$ cat src/sv/pts_pkg.sv
// ----------------------------------------------------------------------------
// pts_pkg
// Shared types and constants of the shadowed-compare PWM timer.
// ----------------------------------------------------------------------------
package pts_pkg;

    localparam int PTS_COUNTER_WIDTH = 32;
    localparam int PTS_NUM_CHANNELS  = 6;
    localparam int PTS_OUT_W         = 6;
    localparam int PTS_DATA_W        = 32;
    localparam int PTS_CFG_IW        = 2;

    localparam logic [2:0] ACT_TICK      = 3'd0;
    localparam logic [2:0] ACT_WR_DUTY   = 3'd1;
    localparam logic [2:0] ACT_RD_DUTY   = 3'd2;
    localparam logic [2:0] ACT_WR_COUNT  = 3'd3;
    localparam logic [2:0] ACT_RD_COUNT  = 3'd4;

    localparam logic [PTS_CFG_IW-1:0] CFG_PRESCALE = 2'd0;
    localparam logic [PTS_CFG_IW-1:0] CFG_PERIOD   = 2'd1;
    localparam logic [PTS_CFG_IW-1:0] CFG_RUN      = 2'd2;
    localparam logic [PTS_CFG_IW-1:0] CFG_OE_MASK  = 2'd3;

    typedef struct packed {
        logic [2:0]            action;
        logic [2:0]            channel;
        logic [PTS_DATA_W-1:0] value;
    } pts_in_t;

    typedef struct packed {
        logic [PTS_OUT_W-1:0]  pwm_out;
        logic [PTS_DATA_W-1:0] read_value;
        logic                  period_wrap;
        logic                  bad_channel;
        logic [PTS_OUT_W-1:0]  latch_waiting;
    } pts_out_t;

    typedef struct packed {
        logic [PTS_DATA_W-1:0] prescale;
        logic [PTS_DATA_W-1:0] period;
        logic                  run_enable;
        logic [PTS_OUT_W-1:0]  oe_mask;
    } pts_cfg_t;

endpackage

$ cat src/sv/pts_in_if.sv
// ----------------------------------------------------------------------------
// pts_in_if
// Input word channel: action, channel, value with valid/ready.
// ----------------------------------------------------------------------------
interface pts_in_if import pts_pkg::*; ();
    logic                  valid;
    logic                  ready;
    logic [2:0]            action;
    logic [2:0]            channel;
    logic [PTS_DATA_W-1:0] value;

    modport source (output valid, output action, output channel, output value,
                    input ready);
    modport sink   (input valid, input action, input channel, input value,
                    output ready);
endinterface

$ cat src/sv/pts_out_if.sv
// ----------------------------------------------------------------------------
// pts_out_if
// Result word channel of the PWM timer with valid/ready.
// ----------------------------------------------------------------------------
interface pts_out_if import pts_pkg::*; ();
    logic                  valid;
    logic                  ready;
    logic [PTS_OUT_W-1:0]  pwm_out;
    logic [PTS_DATA_W-1:0] read_value;
    logic                  period_wrap;
    logic                  bad_channel;
    logic [PTS_OUT_W-1:0]  latch_waiting;

    modport source (output valid, output pwm_out, output read_value,
                    output period_wrap, output bad_channel, output latch_waiting,
                    input ready);
    modport sink   (input valid, input pwm_out, input read_value,
                    input period_wrap, input bad_channel, input latch_waiting,
                    output ready);
endinterface

$ cat src/sv/pwm_timer_shadow_match.sv
// ----------------------------------------------------------------------------
// pwm_timer_shadow_match
// Six-channel PWM timer with prescaler and shadowed duty compares that load
// on period wrap; bus words read and write duty and counter.
// ----------------------------------------------------------------------------
//  port     | dir | handshake        | word
//  ---------+-----+------------------+------------------------------------------
//  in       | in  | valid/ready      | action, channel, value
//  out      | out | valid/ready      | pwm_out, read_value, period_wrap,
//           |     |                  | bad_channel, latch_waiting
//  cfg_*    | in  | cfg_we only      | cfg_index, cfg_data
//
//  One word per cycle sustained while out is ready; a word passes the input
//  register, then the state update into the result register.
//  Reset clears all configuration and timer state; no clearing pass.
//  A stall on out holds the result register; the input register keeps
//  accepting until it too is full.
// ----------------------------------------------------------------------------
module pwm_timer_shadow_match import pts_pkg::*;
#(
    parameter int COUNTER_WIDTH = PTS_COUNTER_WIDTH,
    parameter int NUM_CHANNELS  = PTS_NUM_CHANNELS
)
(
    input  logic                  clk,
    input  logic                  rst_n,
    pts_in_if.sink                in,
    pts_out_if.source             out,
    input  logic                  cfg_we,
    input  logic [PTS_CFG_IW-1:0] cfg_index,
    input  logic [PTS_DATA_W-1:0] cfg_data
);

    pts_cfg_t cfg;
    pts_in_t  in_word_reg;
    logic     in_valid_reg;
    pts_out_t out_word_reg;
    logic     out_valid_reg;
    pts_out_t res;
    logic     step;
    logic     in_take;

    assign step    = in_valid_reg && (!out_valid_reg || out.ready);
    assign in_take = in.valid && in.ready;

    assign in.ready = !in_valid_reg || step;

    always_ff @(posedge clk or negedge rst_n)
    begin
        if (!rst_n)
        begin
            in_valid_reg  <= 1'b0;
            out_valid_reg <= 1'b0;
        end
        else
        begin
            if (in_take)
                in_valid_reg <= 1'b1;
            else if (step)
                in_valid_reg <= 1'b0;

            if (step)
                out_valid_reg <= 1'b1;
            else if (out.ready)
                out_valid_reg <= 1'b0;
        end
    end

    always_ff @(posedge clk)
    begin
        if (in_take)
        begin
            in_word_reg.action  <= in.action;
            in_word_reg.channel <= in.channel;
            in_word_reg.value   <= in.value;
        end
        if (step)
            out_word_reg <= res;
    end

    pts_cfg u_cfg
    (
        .clk       (clk),
        .rst_n     (rst_n),
        .cfg_we    (cfg_we),
        .cfg_index (cfg_index),
        .cfg_data  (cfg_data),
        .cfg       (cfg)
    );

    pts_core #(
        .COUNTER_WIDTH (COUNTER_WIDTH),
        .NUM_CHANNELS  (NUM_CHANNELS)
    ) u_core
    (
        .clk   (clk),
        .rst_n (rst_n),
        .step  (step),
        .word  (in_word_reg),
        .cfg   (cfg),
        .res   (res)
    );

    assign out.valid         = out_valid_reg;
    assign out.pwm_out       = out_word_reg.pwm_out;
    assign out.read_value    = out_word_reg.read_value;
    assign out.period_wrap   = out_word_reg.period_wrap;
    assign out.bad_channel   = out_word_reg.bad_channel;
    assign out.latch_waiting = out_word_reg.latch_waiting;

endmodule

$ cat src/sv/pts_cfg.sv
// ----------------------------------------------------------------------------
// pts_cfg
// Configuration register file: prescale, period, run enable, output mask.
// ----------------------------------------------------------------------------
module pts_cfg import pts_pkg::*;
(
    input  logic                  clk,
    input  logic                  rst_n,
    input  logic                  cfg_we,
    input  logic [PTS_CFG_IW-1:0] cfg_index,
    input  logic [PTS_DATA_W-1:0] cfg_data,
    output pts_cfg_t              cfg
);

    pts_cfg_t cfg_reg;
    pts_cfg_t cfg_next;

    always_comb
    begin
        cfg_next = cfg_reg;
        if (cfg_we)
        begin
            case (cfg_index)
                CFG_PRESCALE: cfg_next.prescale   = cfg_data;
                CFG_PERIOD:   cfg_next.period     = cfg_data;
                CFG_RUN:      cfg_next.run_enable = cfg_data[0];
                CFG_OE_MASK:  cfg_next.oe_mask    = cfg_data[PTS_OUT_W-1:0];
                default:      cfg_next = cfg_reg;
            endcase
        end
    end

    always_ff @(posedge clk or negedge rst_n)
    begin
        if (!rst_n)
        begin
            cfg_reg <= '0;
        end
        else
        begin
            cfg_reg <= cfg_next;
        end
    end

    assign cfg = cfg_reg;

endmodule

$ cat src/sv/pts_core.sv
// ----------------------------------------------------------------------------
// pts_core
// Timer state (prescaler, counter, shadow and active compares) and the
// combinational update that forms one result word per input word.
// ----------------------------------------------------------------------------
module pts_core import pts_pkg::*;
#(
    parameter int COUNTER_WIDTH = PTS_COUNTER_WIDTH,
    parameter int NUM_CHANNELS  = PTS_NUM_CHANNELS
)
(
    input  logic     clk,
    input  logic     rst_n,
    input  logic     step,
    input  pts_in_t  word,
    input  pts_cfg_t cfg,
    output pts_out_t res
);

    localparam int CMP_W  = (COUNTER_WIDTH > PTS_DATA_W) ? COUNTER_WIDTH : PTS_DATA_W;
    localparam int OUT_CH = (NUM_CHANNELS < PTS_OUT_W) ? NUM_CHANNELS : PTS_OUT_W;

    logic [PTS_DATA_W-1:0]    prescale_count_reg;
    logic [PTS_DATA_W-1:0]    prescale_count_next;
    logic [COUNTER_WIDTH-1:0] timer_count_reg;
    logic [COUNTER_WIDTH-1:0] timer_count_next;
    logic [PTS_DATA_W-1:0]    shadow_duty_reg  [NUM_CHANNELS];
    logic [PTS_DATA_W-1:0]    shadow_duty_next [NUM_CHANNELS];
    logic [PTS_DATA_W-1:0]    active_duty_reg  [NUM_CHANNELS];
    logic [PTS_DATA_W-1:0]    active_duty_next [NUM_CHANNELS];
    logic [NUM_CHANNELS-1:0]  latch_pending_reg;
    logic [NUM_CHANNELS-1:0]  latch_pending_next;

    logic                     chan_valid;
    logic [PTS_DATA_W-1:0]    shadow_sel;
    logic [PTS_DATA_W-1:0]    rd;
    logic                     wrap;
    logic                     bad;

    always_comb
    begin
        prescale_count_next = prescale_count_reg;
        timer_count_next    = timer_count_reg;
        shadow_duty_next    = shadow_duty_reg;
        active_duty_next    = active_duty_reg;
        latch_pending_next  = latch_pending_reg;
        rd   = '0;
        wrap = 1'b0;
        bad  = 1'b0;

        chan_valid = (word.channel != 3'd0) && (int'(word.channel) <= NUM_CHANNELS);
        shadow_sel = '0;
        for (int n = 0; n < NUM_CHANNELS; n++)
        begin
            if (int'(word.channel) == n + 1)
                shadow_sel = shadow_duty_reg[n];
        end

        case (word.action)
            ACT_TICK:
            begin
                if (cfg.run_enable)
                begin
                    if (prescale_count_reg >= cfg.prescale)
                    begin
                        prescale_count_next = '0;
                        if (CMP_W'(timer_count_reg) == CMP_W'(cfg.period))
                        begin
                            timer_count_next = '0;
                            for (int n = 0; n < NUM_CHANNELS; n++)
                            begin
                                if (latch_pending_reg[n])
                                    active_duty_next[n] = shadow_duty_reg[n];
                            end
                            latch_pending_next = '0;
                            wrap = 1'b1;
                        end
                        else
                        begin
                            timer_count_next = timer_count_reg + 1'b1;
                        end
                    end
                    else
                    begin
                        prescale_count_next = prescale_count_reg + 1'b1;
                    end
                end
            end
            ACT_WR_DUTY:
            begin
                if (chan_valid)
                begin
                    for (int n = 0; n < NUM_CHANNELS; n++)
                    begin
                        if (int'(word.channel) == n + 1)
                        begin
                            shadow_duty_next[n]   = word.value;
                            latch_pending_next[n] = 1'b1;
                        end
                    end
                end
                else
                begin
                    bad = 1'b1;
                end
            end
            ACT_RD_DUTY:
            begin
                if (word.channel == 3'd0)
                    rd = cfg.period;
                else if (chan_valid)
                    rd = shadow_sel;
                else
                    bad = 1'b1;
            end
            ACT_WR_COUNT:
            begin
                timer_count_next = COUNTER_WIDTH'(CMP_W'(word.value));
            end
            ACT_RD_COUNT:
            begin
                rd = PTS_DATA_W'(CMP_W'(timer_count_reg));
            end
            default:
            begin
                rd = '0;
            end
        endcase

        res = '0;
        res.read_value  = rd;
        res.period_wrap = wrap;
        res.bad_channel = bad;
        for (int n = 0; n < OUT_CH; n++)
        begin
            res.pwm_out[n] = cfg.oe_mask[n]
                && (CMP_W'(timer_count_next) < CMP_W'(active_duty_next[n]));
            res.latch_waiting[n] = latch_pending_next[n];
        end
    end

    always_ff @(posedge clk or negedge rst_n)
    begin
        if (!rst_n)
        begin
            prescale_count_reg <= '0;
            timer_count_reg    <= '0;
            latch_pending_reg  <= '0;
            for (int n = 0; n < NUM_CHANNELS; n++)
            begin
                shadow_duty_reg[n] <= '0;
                active_duty_reg[n] <= '0;
            end
        end
        else if (step)
        begin
            prescale_count_reg <= prescale_count_next;
            timer_count_reg    <= timer_count_next;
            latch_pending_reg  <= latch_pending_next;
            shadow_duty_reg    <= shadow_duty_next;
            active_duty_reg    <= active_duty_next;
        end
    end

    a_wrap_clears_pending: assert property (@(posedge clk) disable iff (!rst_n)
        step && res.period_wrap |=> latch_pending_reg == '0)
        else $error("pending latches survived a period wrap");

    a_bad_reads_zero: assert property (@(posedge clk) disable iff (!rst_n)
        step && res.bad_channel |-> res.read_value == '0 && !res.period_wrap)
        else $error("bad channel word carries data or wrap");

    a_stopped_holds: assert property (@(posedge clk) disable iff (!rst_n)
        step && word.action == ACT_TICK && !cfg.run_enable
        |=> $stable(timer_count_reg) && $stable(prescale_count_reg))
        else $error("stopped timer advanced");

endmodule
$ cat src/flat_wrapper.sv
// flat-port wrapper written by rule: the top's interface ports become plain ports
module pwm_timer_shadow_match_flat import pts_pkg::*;
#(
    parameter int COUNTER_WIDTH = PTS_COUNTER_WIDTH,
    parameter int NUM_CHANNELS  = PTS_NUM_CHANNELS
)
  (clk, rst_n, cfg_we, cfg_index, cfg_data, in_valid, in_action, in_channel, in_value, in_ready, out_valid, out_pwm_out, out_read_value, out_period_wrap, out_bad_channel, out_latch_waiting, out_ready);
  pts_in_if in_i ();
  pts_out_if out_i ();
  input  logic clk;
  input  logic rst_n;
  input  logic cfg_we;
  input  logic [PTS_CFG_IW-1:0] cfg_index;
  input  logic [PTS_DATA_W-1:0] cfg_data;
  input wire logic [$bits(in_i.valid)-1:0] in_valid;
  input wire logic [$bits(in_i.action)-1:0] in_action;
  input wire logic [$bits(in_i.channel)-1:0] in_channel;
  input wire logic [$bits(in_i.value)-1:0] in_value;
  output wire logic [$bits(in_i.ready)-1:0] in_ready;
  output wire logic [$bits(out_i.valid)-1:0] out_valid;
  output wire logic [$bits(out_i.pwm_out)-1:0] out_pwm_out;
  output wire logic [$bits(out_i.read_value)-1:0] out_read_value;
  output wire logic [$bits(out_i.period_wrap)-1:0] out_period_wrap;
  output wire logic [$bits(out_i.bad_channel)-1:0] out_bad_channel;
  output wire logic [$bits(out_i.latch_waiting)-1:0] out_latch_waiting;
  input wire logic [$bits(out_i.ready)-1:0] out_ready;
  assign in_i.valid = in_valid;
  assign in_i.action = in_action;
  assign in_i.channel = in_channel;
  assign in_i.value = in_value;
  assign in_ready = in_i.ready;
  assign out_valid = out_i.valid;
  assign out_pwm_out = out_i.pwm_out;
  assign out_read_value = out_i.read_value;
  assign out_period_wrap = out_i.period_wrap;
  assign out_bad_channel = out_i.bad_channel;
  assign out_latch_waiting = out_i.latch_waiting;
  assign out_i.ready = out_ready;
  pwm_timer_shadow_match #(.COUNTER_WIDTH(COUNTER_WIDTH), .NUM_CHANNELS(NUM_CHANNELS)) u_core (.clk(clk), .rst_n(rst_n), .in(in_i), .out(out_i), .cfg_we(cfg_we), .cfg_index(cfg_index), .cfg_data(cfg_data));
endmodule
$ cat config.mk
export PLATFORM = sky130hd
export DESIGN_NAME = pwm_timer_shadow_match_flat
export DESIGN_NICKNAME = d
export VERILOG_FILES = /design/src/sv/pts_pkg.sv /design/src/sv/pts_in_if.sv /design/src/sv/pts_out_if.sv /design/src/sv/pwm_timer_shadow_match.sv /design/src/sv/pts_cfg.sv /design/src/sv/pts_core.sv /design/src/flat_wrapper.sv
export SDC_FILE = /design/constraint.sdc
export NUM_CORES = 1
export LEC_CHECK = 0
export BUFFER_PORTS_ARGS = -buffer_cell sky130_fd_sc_hd__buf_4
export CAP_MARGIN = 20
export CORE_MARGIN = 4
export CORE_UTILIZATION = 50
export DETAILED_ROUTE_END_ITERATION = 8
export PLACE_DENSITY = 0.67
export SETUP_SLACK_MARGIN = 0.02
export SLEW_MARGIN = 15
export SYNTH_ARGS = -nofsm -noshare
export SYNTH_HDL_FRONTEND = slang
export SYNTH_HIERARCHICAL = 1
export SYNTH_SLANG_ARGS = --single-unit
$ cat constraint.sdc
create_clock -name clk -period 14.8 [get_ports clk]
set_clock_uncertainty 0.1 [all_clocks]
set_input_delay 1.48 -clock clk [delete_from_list [all_inputs] [get_ports clk]]
set_output_delay 1.48 -clock clk [all_outputs]
set_load 0.01 [all_outputs]
==> flow_summary_export.csv, run 1 <==
group,metric,value,unit
status,status,"finished, final reports clean",
global_route,met1_usage,0.432,
routing,routed_wl,112000,um
layout,nets,3180,
job,cap_viol_max_count,0,
routing,vias,24500,
die,num_rows,94,
die,initial_core_util,0.507,
place,gp_congestion,0.980,
place,hpwl,78700,um
cts,cts_tree,"built",
setup_path,path_max_fanout,35,
global_route,grt_max_degree,107,
cts,post_cts_buffers,0,
place,portBuffers,124,
cts,cts_root_buffer,"clkbuf_16",
cts,htree_levels,3,
logic_synthesis,yosys_register_bits,611,
global_route,grt_util_met2,0.486,
setup_path,crit_path_end_kind,"register",
die,die_h,267,um
logic_synthesis,synth_top_area_frac,0.393,
setup_path,max_stage_delay,1000,ps
die,num_io_pins,125,
cts,cts.repair.resized,0,
setup_path,critPathKind,"reg2reg",
logic_synthesis,synthArstFlopShare,0.863,
setup_path,r2r_start,"u_core/u_core/prescale_count_reg[29]",
logic_synthesis,synth_edf_count,84,
logic_synthesis,postSynthCellCount,2775,
timing,slew_violations,0,
setup_path,cp.required,15070,ps
setup_path,r2r_slack,7850,ps
setup_path,start_kind,"register",
cts,clock_sinks,611,
timing,period_minus_slack,6950,ps
global_route,antenna_found_initial,7,
routing,first_pass_iters,6,
power,p_leak,17.4,nW
timing,period_share,0.470,
global_route,grt_pass1_wl,165000,um
setup_path,worst_path_most_repeated_cell,"nand4_1",
routing,vias_per_cell,6.43,
cts,cts_buffer_depth,3,
logic_synthesis,netlist_area,33600,um2
routing,drc,0,
setup_path,path_cells,"ha_1, a21o_1, a21o_1, a21oi_1, nand4_1, nor2_1, o21ai_2, buf_4, o21ai_0, ha_1, nand4_1, nor3_1, nand4_1, a2111oi_0, o2111ai_1, and4b_1",
global_route,met3_usage,0.0645,
die,fp.dieW,267,um
cts,cts_buffers,69,
global_route,grt-ovfl-total,0,
timing,finalSetupViolCount,0,
global_route,grt_use_total,0.312,
timing,rsz0062_at_grt,"no",
die,fp.coreArea,66200,um2
die,die-area,71400,um2
logic_synthesis,synth_warnings,6,
timing,worst_pin_slew,1180,ps
global_route,grt_pass1_vias,25000,
logic_synthesis,synth.area.top_cells,"dfrtp_1 (39%), mux2_2 (15%), ha_1 (8.2%)",
setup_path,cp-startpoint,"u_core/u_core/prescale_count_reg[29]",
logic_synthesis,yosys.area.top_type,"dfrtp_1",
power,peakVddDrop,69.7,uV
routing,wire_per_inst,29.3,um
setup_path,cp_slowest_cell,"nor2_1",
cts,clkLatencyLatePin,620,ps
global_route,busiest_layer,"met2",
logic_synthesis,ys.flop_type,"dfrtp_1",
layout,fin_util,0.572,
setup_path,cp-endpoint,"u_core/out.pwm_out[2]",
cts,hold_buffers,0,
setup_path,rr_worst_depth,16,
logic_synthesis,syn-num-nets,3072,
min_path,hold_path_class,"reg2reg",
cts,path_clk_slew,60,ps
logic_synthesis,synth_cell_type_count,78,
logic_synthesis,synth-seq-area-share,0.468,
layout,drive_gt1_frac,0.271,
setup_path,r2r_end,"u_core/out.pwm_out[2]",
timing,relSlewSlack,0.203,
timing,fmax,144,MHz
setup_path,crit_arrival,7220,ps
power,power_density,129,nW/um2
timing,hold_viol,0,
layout,area_delta_synth_final,12.9,%
logic_synthesis,synth_area_per_cell,12.1,um2
routing,drt_iter0_markers,2519,
routing,ant_nets,0,
timing,fin_tns_setup,0,ps
==> worst max-delay path, delay by kind of cell, from the launching register on <==
kind	cells	cell delay (ps)
adder cells (fa/ha/maj)	2	600
AO/OA/AOI/OAI	7	2440
buffers and inverters	1	280
flip-flops	1	410
AND/OR/NAND/NOR	6	2860
==> where the power goes <==
group | switching (W) | internal, W
clock | 0.000723 | 0.00105
combinational | 0.000559 | 0.000457
sequential | 0.000241 | 0.00188
==> logic make-up after synthesis <==
kind of cell	Yosys count	synth area share
adder cells (fa/ha/maj)	220	0.0820
AND/OR/NAND/NOR	498	0.0749
flip-flops	611	0.468
AO/OA/AOI/OAI	456	0.0901
multiplexers	724	0.244
XOR/XNOR	61	0.0159
buffers and inverters	205	0.0256
==> synth_stat cells (37+ instances only) <==
| library cell | number |
|---|---|
| o21ai_0 | 144 |
| nand3_1 | 37 |
| dfrtp_1 | 527 |
| edfxtp_1 | 84 |
| o211ai_1 | 41 |
| clkbuf_1 | 93 |
| mux2i_1 | 230 |
| a21o_1 | 58 |
| inv_1 | 49 |
| mux2_2 | 434 |
| nand4_1 | 56 |
| ha_1 | 220 |
| a21oi_1 | 79 |
| xnor2_1 | 44 |
| nor2_1 | 88 |
| nand2_1 | 169 |
==> area by class of cell <==
| cell class | count | area (um2) |
|---|---|---|
| Fill cell | 5477 | 28300 |
| Multi-Input combinational cell | 1959 | 17100 |
| Sequential cell | 611 | 15700 |
| Clock buffer | 99 | 2020 |
| Timing Repair Buffer | 193 | 1460 |
| Tap cell | 864 | 1080 |
| Clock inverter | 28 | 305 |
| Inverter | 49 | 184 |
| Antenna cell | 2 | 5.00 |
==> through the flow <==
step	hold WS, ps	std cells	cell area, um2	setup slack [ps]	total power, W
global route	399	3803	37900	7560	0.00512
detailed placement	379	3676	35600	8060	0.00313
CTS	393	3803	37900	8000	0.00491
global placement	373	3676	35600	8210	0.00309
floorplan	358	2775	33600	9320	0.00269
finish	388	3805	37900	7850	0.00490
==> cells in the final DEF, fill, tap and decap left out, types with 7 or more instances in the layout <==
cell	count
a2111oi_0	12
a211oi_1	14
a21o_1	58
a21oi_1	78
a221o_1	9
a22oi_1	14
and3_1	17
and4_1	16
buf_4	192
clkbuf_1	16
clkbuf_16	73
clkbuf_8	10
clkinv_2	12
dfrtp_1	527
edfxtp_1	84
ha_1	220
inv_1	49
mux2_1	32
mux2_2	434
mux2i_1	230
mux4_2	28
nand2_1	167
nand2b_1	15
nand3_1	35
nand4_1	56
nor2_1	83
nor2b_1	19
nor3_1	30
nor4_1	8
o2111ai_1	8
o211ai_1	41
o21ai_0	144
o311ai_0	21
or3_1	7
xnor2_1	44
xor2_1	17
==> worst min path at each step <==
| stage | from | to | slack [ps] | depth (start not counted) |
|---|---|---|---|---|
| global route | u_core/u_core/active_duty_reg[139] | u_core/u_core/active_duty_reg[139] | 400 | 1 |
| CTS | u_core/u_cfg/cfg[67] | u_core/u_cfg/cfg[67] | 390 | 1 |
| global placement | u_core/u_core/active_duty_reg[145] | u_core/u_core/active_duty_reg[145] | 370 | 1 |
| detailed placement | u_core/u_cfg/cfg[67] | u_core/u_cfg/cfg[67] | 380 | 1 |
| finish | u_core/u_cfg/cfg[67] | u_core/u_cfg/cfg[67] | 390 | 1 |
| floorplan | u_core/u_cfg/cfg[67] | u_core/u_cfg/cfg[67] | 360 | 1 |
==> routing by layer <==
layer	up-vias	routed length [um]
met4	4	4540
li1	10600	-
met5	-	21
met3	229	8480
met1	12600	48200
met2	1019	50300
Note: power is estimated with default switching activity, not from simulation.
==> inputs of run 2 (changes only) <==
PLACE_DENSITY = 0.69   (was 0.67)
clock period = 6.35 ns   (was 14.8 ns; I/O delays follow)
==> run 2 against run 1 <==
  * Setup slack lost 7600 ps
  * Via count grew 0.98%
  * Critical endpoint is now u_core/out.pwm_out[4]
  * Critical path depth grew 2
  * Hold slack worse by 280 ps
  * Critical path type unchanged
  * Largest cell class unchanged
==> flow_summary_export.csv, run 2 (synthesis results as in run 1) <==
group,metric,value,unit
routing,vias,24700,
global_route,grt_pass1_wl,162000,um
setup_path,crit_arrival,6330,ps
routing,drc,0,
layout,area_delta_synth_final,13.7,%
global_route,grt_use_total,0.302,
power,p_leak,17.5,nW
routing,drt_iter0_markers,2257,
cts,cts_buffers,69,
setup_path,max_stage_delay,500,ps
cts,htree_levels,3,
timing,worst_pin_slew,1120,ps
die,fp.dieW,267,um
cts,cts_tree,"built",
routing,vias_per_cell,6.44,
timing,slew_violations,0,
timing,period_minus_slack,6070,ps
setup_path,crit_path_end_kind,"register",
min_path,hold_path_class,"in2reg",
layout,final_common_cell,"dfrtp_1",
timing,relSlewSlack,0.244,
die,fp.coreArea,66200,um2
timing,fmax,165,MHz
global_route,grt_max_degree,160,
cts,path_clk_slew,60,ps
timing,period_share,0.956,
setup_path,start_kind,"register",
global_route,grt_pass1_vias,25100,
place,gp_congestion,1.04,
global_route,grt-ovfl-total,0,
die,die_h,267,um
cts,cts_root_buffer,"clkbuf_16",
timing,finalSetupViolCount,0,
setup_path,r2r_slack,280,ps
routing,first_pass_iters,7,
routing,routed_wl,108000,um
global_route,antenna_found_initial,4,
status,status,"finished, final reports clean",
layout,nets,3216,
setup_path,path_max_fanout,17,
layout,layout_common_cells,"dfrtp_1 (527), mux2_2 (434), mux2i_1 (230)",
die,die-area,71400,um2
cts,clkLatencyLatePin,610,ps
layout,drive_gt1_frac,0.279,
timing,rsz0062_at_grt,"no",
setup_path,path_cells,"ha_1, nand4_1, nor3_1, or4b_1, a31o_1, buf_4, a21oi_2, buf_4, nor3_1, o21ai_0, o211ai_1, ha_1, nand4_1, nor3_1, nand4_1, a21oi_1, o2111ai_1, and4_1",
timing,hold_viol,0,
power,power_density,298,nW/um2
die,initial_core_util,0.507,
job,cap_viol_max_count,0,
setup_path,critPathKind,"reg2reg",
die,num_rows,94,
setup_path,cp.required,6610,ps
place,portBuffers,124,
setup_path,cp_num_buf_inv,2,
timing,fin_tns_setup,0,ps
cts,cts_buffer_depth,3,
power,peakVddDrop,167,uV
place,hpwl,77200,um
routing,ant_nets,0,
die,num_io_pins,125,
setup_path,cp_slowest_cell,"or4b_1",
cts,clock_sinks,611,
power,power.total,0.0114,W
routing,wire_per_inst,28.3,um
setup_path,cp_top_family,"compound AO/OA/AOI/OAI gates",
-- run 2: cell count changes in the layout (fill, tap and decap cells not counted), moves of 3 or more --
cell        delta
a2111oi_0      -3
clkinv_2       -3
clkinv_4       -3
clkbuf_16      -3
clkinvlp_4     +3
buf_4         +29
clkinv_1       +4
buf_12         +5
-- run 2: worst register-to-register path: cells and delay by family (launching register included) --
family / cells / cell delay, ps
buffers and inverters: 2 / 580
flip-flops: 1 / 420
AND/OR/NAND/NOR: 8 / 1910
AO/OA/AOI/OAI: 6 / 2020
adder cells (fa/ha/maj): 2 / 820
-- run 2: layer usage --
layer,vias to the layer above,GRT usage,routed length (um)
met2,1184,0.472,49000
met3,291,0.0709,9940
li1,10700,-,-
met5,-,0,34
met4,6,0.141,5510
met1,12500,0.400,44000
-- run 2: path summary, 6_finish.rpt --
kind,startpoint,to,cells after the start
setup reg to reg,u_core/u_core/prescale_count_reg[15],u_core/out.pwm_out[4],18
hold / removal,in_value[14],u_core/in_word_reg[14],1
setup / recovery,u_core/u_core/prescale_count_reg[15],u_core/out.pwm_out[4],18
max in group asynchronous,rst_n,u_core/u_core/shadow_duty_reg[48],3
hold reg to reg,u_core/u_cfg/cfg[68],u_core/u_cfg/cfg[68],1
min in group asynchronous,rst_n,u_core/u_core/shadow_duty_reg[134],2
-- run 2: what timing repair did --
| item | 4_1_cts | 5_1_grt |
|---|---|---|
| endpoints found under the setup margin | 1 | 6 |
| pin swaps | 0 | 1 |
| hold endpoints to repair | 69 | 0 |
| gates resized for setup | 1 | 9 |
| buffers inserted | 0 | 2 |
| hold buffers | 1 | 0 |
-- run 2: layout make-up --
cell class                 count  area [um2]
fill                        5430       28000
multi-input combinational   1959       17100
sequential                   611       15700
clock buffer                  95        1940
timing repair buffer         229        1790
tap                          864        1080
clock inverter                30         334
inverter                      49         184
antenna                        2        5.00
-- run 2: through the flow --
stage / utilization / area, um2 / std cells / hold WS, ps / setup slack, ps
finish: 0.577 / 38200 / 3839 / 107 / 278
global route: 0.577 / 38200 / 3837 / 85.2 / 61.8
CTS: 0.576 / 38100 / 3835 / 72.2 / 55.2
detailed placement: 0.541 / 35900 / 3709 / 379 / 42.2
global placement: 0.541 / 35900 / 3708 / 373 / 235
floorplan: - / 33600 / 2775 / 239 / 868
-- run 2: where the power goes --
group	total [W]	leakage, nW	internal [W]	switching [W]
combinational	0.00244	8.59	0.00110	0.00135
clock	0.00404	1.10	0.00239	0.00165
sequential	0.00490	7.85	0.00437	0.000525
total	0.0114	17.5	0.00786	0.00352
